===== config.mk =====
export PLATFORM = sky130hd
export DESIGN_NAME = i2c_bus_snoop_register_capture
export DESIGN_NICKNAME = d
export VERILOG_FILES = /design/src/design/ibs_pkg.sv /design/src/design/ibs_ram.sv /design/src/design/ibs_decode.sv /design/src/design/i2c_bus_snoop_register_capture.sv
export SDC_FILE = /design/constraint.sdc
export NUM_CORES = 2
export LEC_CHECK = 0
export ABC_AREA = 1
export BUFFER_PORTS_ARGS = -buffer_cell sky130_fd_sc_hd__buf_2
export CORE_ASPECT_RATIO = 0.75
export CORE_UTILIZATION = 28
export CTS_CLUSTER_DIAMETER = 100
export DETAILED_ROUTE_END_ITERATION = 16
export PLACE_DENSITY = 0.4
export SYNTH_ARGS = -nofsm -noshare
export SYNTH_HDL_FRONTEND = slang
export SYNTH_SLANG_ARGS = --single-unit

===== constraint.sdc =====
create_clock -name clock -period 11.5 [get_ports clock]
set_input_delay 1.15 -clock clock [delete_from_list [all_inputs] [get_ports clock]]
set_output_delay 1.15 -clock clock [all_outputs]
set_load 0.01 [all_outputs]

===== src/design/ibs_pkg.sv =====
// Shared types, constants and helpers for the I2C bus snoop capture block.
// No dependencies; imported by every module of the block but the generic RAM.
package ibs_pkg;

   localparam int IBS_DEPTH = 256;                 // capture store depth, 2..256
   localparam int IBS_AW    = (IBS_DEPTH > 1) ? $clog2(IBS_DEPTH) : 1;

   // event codes on req_action
   localparam logic [1:0] ACT_SCL_RISE   = 2'd0;
   localparam logic [1:0] ACT_SDA_CHANGE = 2'd1;
   localparam logic [1:0] ACT_READ       = 2'd2;

   localparam logic [3:0] BIT_RW  = 4'd7;          // R/W bit position in the address byte
   localparam logic [3:0] BIT_ACK = 4'd8;          // acknowledge bit position
   localparam logic [1:0] BYTE_ADDR = 2'd0;
   localparam logic [1:0] BYTE_PTR  = 2'd1;
   localparam logic [1:0] BYTE_DATA = 2'd2;        // saturating value

   typedef struct packed {
      logic              idle;
      logic [3:0]        bit_pos;
      logic [1:0]        byte_pos;
      logic [7:0]        shift;
      logic [IBS_AW-1:0] ptr;
      logic [6:0]        addr;
      logic              wr_dir;
   } ibs_state_type;

   typedef struct packed {
      logic              valid;
      logic [IBS_AW-1:0] index;
      logic [7:0]        value;
   } ibs_store_type;

   localparam ibs_state_type IBS_STATE_RESET = '{
      idle:     1'b1,
      bit_pos:  4'd0,
      byte_pos: BYTE_ADDR,
      shift:    8'd0,
      ptr:      '0,
      addr:     7'd0,
      wr_dir:   1'b1
   };

   // byte modulo store depth: restoring reduction, one conditional subtract per bit
   function automatic logic [IBS_AW-1:0] ibs_mod(input logic [7:0] v);
      logic [8:0] r;
      r = {1'b0, v};
      for (int k = 7; k >= 0; k--) begin
         if ((IBS_DEPTH << k) <= 255) begin
            if (int'(r) >= (IBS_DEPTH << k)) begin
               r = r - 9'(IBS_DEPTH << k);
            end
         end
      end
      return r[IBS_AW-1:0];
   endfunction

endpackage


===== src/design/ibs_ram.sv =====
// Generic single-write, single-read RAM with registered read data.
// No dependencies.
module ibs_ram #(
   parameter int WIDTH = 8,
   parameter int DEPTH = 256
) (
   input  logic                                    clock,
   input  logic                                    wr_en,
   input  logic [((DEPTH > 1) ? $clog2(DEPTH) : 1)-1:0] wr_addr,
   input  logic [WIDTH-1:0]                        wr_data,
   input  logic                                    rd_en,
   input  logic [((DEPTH > 1) ? $clog2(DEPTH) : 1)-1:0] rd_addr,
   output logic [WIDTH-1:0]                        rd_data
);

   logic [WIDTH-1:0] mem [DEPTH];

   always_ff @(posedge clock) begin
      if (wr_en) begin
         mem[wr_addr] <= wr_data;
      end
      if (rd_en) begin
         rd_data <= mem[rd_addr];
      end
   end

endmodule


===== src/design/ibs_decode.sv =====
// Bus event decoder: START/STOP detection, bit shifting, address/pointer/data handling.
// Depends on ibs_pkg.
module ibs_decode
   import ibs_pkg::*;
(
   input  ibs_state_type st,
   input  logic [1:0]    action,
   input  logic          sda,
   input  logic          scl,
   output ibs_state_type st_nx,
   output ibs_store_type store
);

   always_comb begin
      st_nx = st;
      store = '0;
      unique case (action)
         ACT_SCL_RISE: begin
            if (!st.idle) begin
               priority if (st.bit_pos == BIT_RW && st.byte_pos == BYTE_ADDR) begin
                  st_nx.wr_dir  = !sda;
                  st_nx.bit_pos = st.bit_pos + 4'd1;
               end else if (st.bit_pos >= BIT_ACK) begin
                  priority if (st.byte_pos == BYTE_ADDR) begin
                     if (!sda) begin
                        st_nx.addr = st.shift[6:0];
                     end
                  end else if (st.byte_pos == BYTE_PTR && st.wr_dir && !sda) begin
                     st_nx.ptr = ibs_mod(st.shift);
                  end else begin
                     store.valid = 1'b1;
                     store.index = st.ptr;
                     store.value = st.shift;
                     st_nx.ptr   = (st.ptr == IBS_AW'(IBS_DEPTH - 1)) ? '0
                                                                       : st.ptr + 1'b1;
                  end
                  if (st.byte_pos != BYTE_DATA) begin
                     st_nx.byte_pos = st.byte_pos + 2'd1;
                  end
                  st_nx.shift   = 8'd0;
                  st_nx.bit_pos = 4'd0;
               end else begin
                  st_nx.shift   = {st.shift[6:0], sda};
                  st_nx.bit_pos = st.bit_pos + 4'd1;
               end
            end
         end
         ACT_SDA_CHANGE: begin
            if (scl) begin
               if (sda) begin
                  st_nx.idle = 1'b1;                 // STOP
               end else if (st.idle) begin
                  st_nx.bit_pos  = 4'd0;             // START; repeated START ignored
                  st_nx.byte_pos = BYTE_ADDR;
                  st_nx.shift    = 8'd0;
                  st_nx.ptr      = '0;
                  st_nx.idle     = 1'b0;
               end
            end
         end
         default: begin
         end
      endcase
   end

endmodule


===== src/design/i2c_bus_snoop_register_capture.sv =====
// An item passes the input register, then the result register, which drives the result.
// Throughput: one item per cycle while the result channel does not stall; the capture
// RAM has one write and one read port.
// Reset (synchronous, active high): bus idle, counters and address cleared, direction
// write; the capture store reads as zero via per-entry valid bits cleared at once.
// Depends on ibs_pkg, ibs_decode, ibs_ram.
module i2c_bus_snoop_register_capture
   import ibs_pkg::*;
(
   input  logic       clock,
   input  logic       reset,
   input  logic       req_valid,
   output logic       req_stall,
   input  logic [1:0] req_action,
   input  logic       req_sda_level,
   input  logic       req_scl_level,
   input  logic [7:0] req_read_index,
   output logic       rsp_valid,
   input  logic       rsp_stall,
   output logic       rsp_stored_valid,
   output logic [7:0] rsp_stored_index,
   output logic [7:0] rsp_stored_value,
   output logic [6:0] rsp_target_addr,
   output logic       rsp_bus_idle,
   output logic       rsp_master_writing,
   output logic [7:0] rsp_read_value
);

   // --- stage 1: input register ---
   logic       s1_valid_ff, s1_valid_in;
   logic [1:0] s1_action_ff;
   logic       s1_sda_ff, s1_scl_ff;
   logic [7:0] s1_index_ff;

   // --- stage 2: result register ---
   logic        s2_valid_ff, s2_valid_in;
   logic        s2_is_read_ff, s2_hit_ff;
   ibs_store_type s2_store_ff;
   logic [6:0]  s2_addr_ff;
   logic        s2_idle_ff, s2_wr_ff;

   // bus monitor state and per-entry written flags of the capture store
   ibs_state_type          st_ff, st_in;
   ibs_store_type          store;
   logic [IBS_DEPTH-1:0]   written_ff, written_in;
   logic [IBS_AW-1:0]      rd_addr;
   logic [7:0]             ram_q;

   logic accept, s1_move, s2_free;

   // result register frees when empty or when its item is taken this cycle
   assign s2_free   = !s2_valid_ff || !rsp_stall;
   assign s1_move   = s1_valid_ff && s2_free;
   assign req_stall = s1_valid_ff && !s2_free;
   assign accept    = req_valid && !req_stall;

   assign s1_valid_in = accept || (s1_valid_ff && !s1_move);
   assign s2_valid_in = s1_move || (s2_valid_ff && rsp_stall);

   assign rd_addr = ibs_mod(s1_index_ff);

   ibs_decode u_decode (
      .st     (st_ff),
      .action (s1_action_ff),
      .sda    (s1_sda_ff),
      .scl    (s1_scl_ff),
      .st_nx  (st_in),
      .store  (store)
   );

   // store write and read share the stage-1 edge; a read item never writes,
   // so a read always sees every earlier item's write
   ibs_ram #(
      .WIDTH (8),
      .DEPTH (IBS_DEPTH)
   ) u_store (
      .clock   (clock),
      .wr_en   (s1_move && store.valid),
      .wr_addr (store.index),
      .wr_data (store.value),
      .rd_en   (s1_move),
      .rd_addr (rd_addr),
      .rd_data (ram_q)
   );

   always_comb begin
      written_in = written_ff;
      if (s1_move && store.valid) begin
         written_in[store.index] = 1'b1;
      end
   end

   // control registers
   always_ff @(posedge clock) begin
      if (reset) begin
         s1_valid_ff <= 1'b0;
         s2_valid_ff <= 1'b0;
         st_ff       <= IBS_STATE_RESET;
         written_ff  <= '0;
      end else begin
         s1_valid_ff <= s1_valid_in;
         s2_valid_ff <= s2_valid_in;
         written_ff  <= written_in;
         if (s1_move) begin
            st_ff <= st_in;
         end
      end
   end

   // payload registers
   always_ff @(posedge clock) begin
      if (accept) begin
         s1_action_ff <= req_action;
         s1_sda_ff    <= req_sda_level;
         s1_scl_ff    <= req_scl_level;
         s1_index_ff  <= req_read_index;
      end
      if (s1_move) begin
         s2_is_read_ff <= (s1_action_ff == ACT_READ);
         s2_hit_ff     <= written_ff[rd_addr];
         s2_store_ff   <= store;
         s2_addr_ff    <= st_in.addr;
         s2_idle_ff    <= st_in.idle;
         s2_wr_ff      <= st_in.wr_dir;
      end
   end

   assign rsp_valid          = s2_valid_ff;
   assign rsp_stored_valid   = s2_store_ff.valid;
   assign rsp_stored_index   = 8'(s2_store_ff.index);
   assign rsp_stored_value   = s2_store_ff.value;
   assign rsp_target_addr    = s2_addr_ff;
   assign rsp_bus_idle       = s2_idle_ff;
   assign rsp_master_writing = s2_wr_ff;
   // unwritten entries read as zero; RAM output holds while the result stalls
   assign rsp_read_value     = (s2_is_read_ff && s2_hit_ff) ? ram_q : 8'd0;

   // a byte is only ever stored during a transfer
   a_store_busy : assert property (@(posedge clock) disable iff (reset)
      (rsp_valid && rsp_stored_valid) |-> !rsp_bus_idle)
      else $error("byte stored while bus idle");

   // non-read items return zero read data
   a_read_zero : assert property (@(posedge clock) disable iff (reset)
      (rsp_valid && !s2_is_read_ff) |-> (rsp_read_value == 8'd0))
      else $error("read data on non-read item");

   // bit counter never passes the acknowledge bit
   a_bit_range : assert property (@(posedge clock) disable iff (reset)
      st_ff.bit_pos <= BIT_ACK)
      else $error("bit position out of range");

   // byte counter saturates at the data position
   a_byte_range : assert property (@(posedge clock) disable iff (reset)
      st_ff.byte_pos != 2'd3)
      else $error("byte position out of range");

   // state only changes when an item moves through
   a_state_hold : assert property (@(posedge clock) disable iff (reset)
      !$past(s1_move) && !$past(reset) |-> $stable(st_ff))
      else $error("bus state changed without an item");

endmodule


==> metrics.sh <==
TRITONCTS='built'
WHS_PATH_DEPTH=1
TIMING_WORST_SETUP_PATH_TYPE='flip-flop to flip-flop'
HOLDCRITPATHCLASS='primary input to flip-flop'
OUTCOME='finished clean'
TIMING_WORST_SLEW_PIN_VALUE_PS=1220
WORSTREGTOREGCELLS=13
INTERNAL-POWER_mW=14.0
NUMCTSBUFFERS=243
WORST_HOLD_PATH_ENDPOINT='rd_addr[5]$_DFFE_PP_'
SYNTH_EDF_COUNT=2096
FINALHOLDVIOLATIONS=0
P_SW_mW=4.21
SYNTH.YOSYS.SEQ_AREA_SHARE_PCT=71.0
MULTI_INPUT_COMB_AREA_SQ_UM=24500
CLOCK_SINK_COUNT=2385
SYNTHESIS.INSTANCES=8900
TIMING.REG2REG.SETUP_SLACK_PS=6640
CRITPATHARRIVALTIME_PS=5650
MAXIMUM_NUMBER_OF_PINS_ON_ONE_NET_BEFORE_GLOBAL_ROUTE_REPAIR=181
VDD_IR_DROP_MAX_V=0.000117
WORSTHOLDSTART='req_read_index[5]'
SYNTH-SEQ-CELLS=2385
SHARE_COMB_OF_TOTAL_POWER_PCT=4.8
GRT_ANTENNA_BEFORE_REPAIR=19
CTSRESIZECOUNT=0
RSZ0062_AT_GRT='false'
NNETSFINAL=8764
POST_ROUTE_CELLS_DRIVE_ABOVE_1_SHARE_PCT=7.75
NETSWITCHINGFRACTION_PCT=23.1
FMAX_MHz=206
PORT-BUFFER-COUNT=51
HOLDWS_PS=409
SYNTH_CELL_TYPES=34
POST-ROUTE-PERIOD-UTIL_PCT=42.3
DRT_FIRST_ITER_VIOLATIONS=6540
PATH_MAX_FANOUT=155
SEQ_POWER_SHARE_PCT=50.9
NUMBER_OF_GLOBAL_ROUTE_VIAS_BEFORE_REPAIR=62862
FINAL_CORE_UTIL_PCT=32.0
DRV.MAX_CAP_VIOLATION_COUNT=0
SYNTHESIS.AREA_PER_INSTANCE_SQ_UM=10.9
POWER_PER_CELL_AREA_nW_PER_UM2=166
SYN-NUM-NETS=8922
PERIOD_NEEDED_PS=4860
WORST_CLOCK_SKEW_PS=54.3
PLACE.DETAILED.HPWL_MICRONS=186000
SYN-CELL-AREA_SQ_UM=96700
ROUTABILITYCONGESTION=0.808
GRT_REMAINING_OVERFLOW=0
INSERTION_DELAY_PS=920
CLKTRANSATPATHREGS_PS=60
WIRE_PER_INST_MICRONS=24.5
START_UTIL_PCT=28.2
TIMING.SETUP.TNS_PS=0
ANT_NETS=0
MAX_SLEW_VIOLATIONS=0
FIRSTDRTPASSITERS=5
DIEAREA_SQ_UM=348000
FILL_CELLS=34954
ROUTED_WL_MICRONS=332000
POSTSYNTH.TOPFLOPCELL='edfxtp_1'
NUM_VIAS=65983
DIE_X_MICRONS=681
CTS_SETUP_BUFFERS=0
WORSTPATHREQUIRED_PS=12290
LAYOUT-AREA-OVERHEAD-VS-SYNTH_PCT=13.4
ASYNC_FLOP_SHARE_PCT=0
RR_ENDPOINT='u_store.rd_data[7]$_DFFE_PP_'
YOSYSWARNINGS=0
LAYOUT.AREA.SEQ_SQ_UM=68700
CLOCKPOWERSHARE_PCT=44.3
FP.COREAREA_SQ_UM=343000
DRC=0
TIMING.CRITICAL_PATH.TO_TYPE='flip-flop'
CTSHOLDBUFFERS=0
CTS.HTREE.LEVELS=4
CLOCK_ROOT_BUFFER='clkbuf_16'
SLEW_HEADROOM_PCT=17.8
NUMBER_OF_STANDARD_CELL_ROWS_IN_THE_FLOORPLAN=186
DIE_H_MICRONS=511
GRT_FIRST_PASS_WIRELENGTH_MICRONS=473000
REGTOREGSTARTPOINT='rd_addr[0]$_DFFE_PP_'
FINALSETUPVIOLCOUNT=0
CLOCKBUFFERDEPTH=4
CRIT_PATH_START_KIND='flip-flop'
STATIC-LEAKAGE-POWER_nW=41.6
IOS=52
GRT_USE_TOTAL_PCT=18.6
DRT-VIAS-PER-INSTANCE=4.87
-- worst max-delay path by stage --
stage,from,endpoint,slack [ps],cells past startpoint
3_3_place_gp,rsp_stall,u_store.mem[95][7]$_DFFE_PP_,5960,10
4_1_cts,rd_addr[0]$_DFFE_PP_,s2_hit_ff$_DFFE_PP_,6590,14
3_5_place_dp,rsp_stall,u_store.mem[95][7]$_DFFE_PP_,5920,10
2_1_floorplan,s1_action_ff[0]$_DFFE_PP_,rsp_stored_value[0]$_DFFE_PP_,2990,6
6_report,rd_addr[0]$_DFFE_PP_,u_store.rd_data[7]$_DFFE_PP_,6640,13
5_1_grt,rd_addr[0]$_DFFE_PP_,u_store.rd_data[7]$_DFFE_PP_,6340,14
-- cell families (layout without fill, tap and decap cells) --
group | Yosys count | count (layout) | share of synthesized area, %
DFF | 2385 | 2385 | 71.0
AOI/OAI and AO/OA | 111 | 111 | 0.638
adders and majority gates | 6 | 6 | 0.0776
buffers and inverters | 913 | 960 | 3.71
xor gates and xnor gates | 1 | 1 | 0.00905
and+or+nand+nor | 5484 | 5484 | 24.5
other | 0 | 8 | 0
-- cells in the mapped netlist, drive strengths merged (2+ instances only) --
library cell | number | area share [%]
o22ai | 2 | 0.013
nand4 | 3 | 0.019
ha | 6 | 0.078
buf | 174 | 0.84
inv | 336 | 1.3
o21a | 6 | 0.047
edfxtp | 2096 | 65
o211ai | 2 | 0.016
nor2 | 555 | 2.3
nor3 | 13 | 0.11
clkinv | 4 | 0.016
dfxtp | 289 | 6.0
o21ai | 36 | 0.19
clkbuf | 399 | 1.5
nand3 | 2273 | 12
nand2 | 2638 | 10
a21oi | 55 | 0.30
a211oi | 9 | 0.070
-- critical path, cell delays in order, from the launching register on --
cell and delay, ps:
edfxtp_1 500, buf_12 510, buf_4 790, buf_4 730
nand2_1 100, nand3_1 120, nand3_1 120, nand3_1 170
nand3_1 280, nand3_1 500, nand3_1 320, nand2_1 150
nand2_1 60, nand2_1 60
-- final cells by class --
class	instances	area share (%)
clock buffer	331	6.18
sequential	2385	62.7
timing repair buffer	170	1.27
tap	4606	5.25
antenna	8	0.0183
multi-input combinational	5602	22.4
clock inverter	119	1.05
inverter	340	1.19
-- registers in the layout, indices dropped and copies added, names as in the netlist, 2 cells and up --
| signal | cells |
|---|---|
| rd_addr | 8 |
| st_ff | 31 |
| s1_action_ff | 2 |
| u_store.rd_data | 8 |
| rsp_target_addr | 7 |
| u_store.mem | 2048 |
| rsp_stored_index | 8 |
| written_ff | 256 |
| rsp_stored_value | 8 |
-- cells in the final DEF (no fill, tap or decap), drive strengths merged, types with 20 or more instances in the layout --
cell type and n:
nand2 2638, nand3 2273, edfxtp 2096, nor2 555
inv 340, clkbuf 331, dfxtp 289, buf 170
clkinv 94, a21oi 55, o21ai 36, bufinv 20
-- routing by layer --
| metal | wire length (microns) | global-route usage [%] | vias to the layer above |
|---|---|---|---|
| met5 | 0 | 0 | - |
| met4 | 6280 | 3.63 | 0 |
| met3 | 18600 | 2.23 | 367 |
| met2 | 142000 | 27.3 | 1903 |
| met1 | 166000 | 29.2 | 33346 |
| li1 | - | - | 30367 |
-- through the flow --
step	setup WS [ps]	std cells	power (mW)	cell area [sq um]
floorplan	2990	8900	9.99	96700
global placement	5960	13102	10.4	102000
detailed placement	5920	13102	10.4	102000
CTS	6590	13552	18.4	110000
global route	6340	13553	18.8	110000
finish	6640	13561	18.3	110000
-- power by group through the flow --
| stage | registers, mW | clock network (mW) | logic, mW |
|---|---|---|---|
| final | 9.30 | 8.09 | 0.876 |
| after global placement | 9.49 | 0 | 0.879 |
| after floorplan | 9.48 | 0 | 0.504 |
| after CTS | 9.30 | 8.26 | 0.879 |
| after detailed placement | 9.49 | 0 | 0.877 |
| after global routing | 9.29 | 8.56 | 0.937 |
Power figures use the tool's default switching activity.
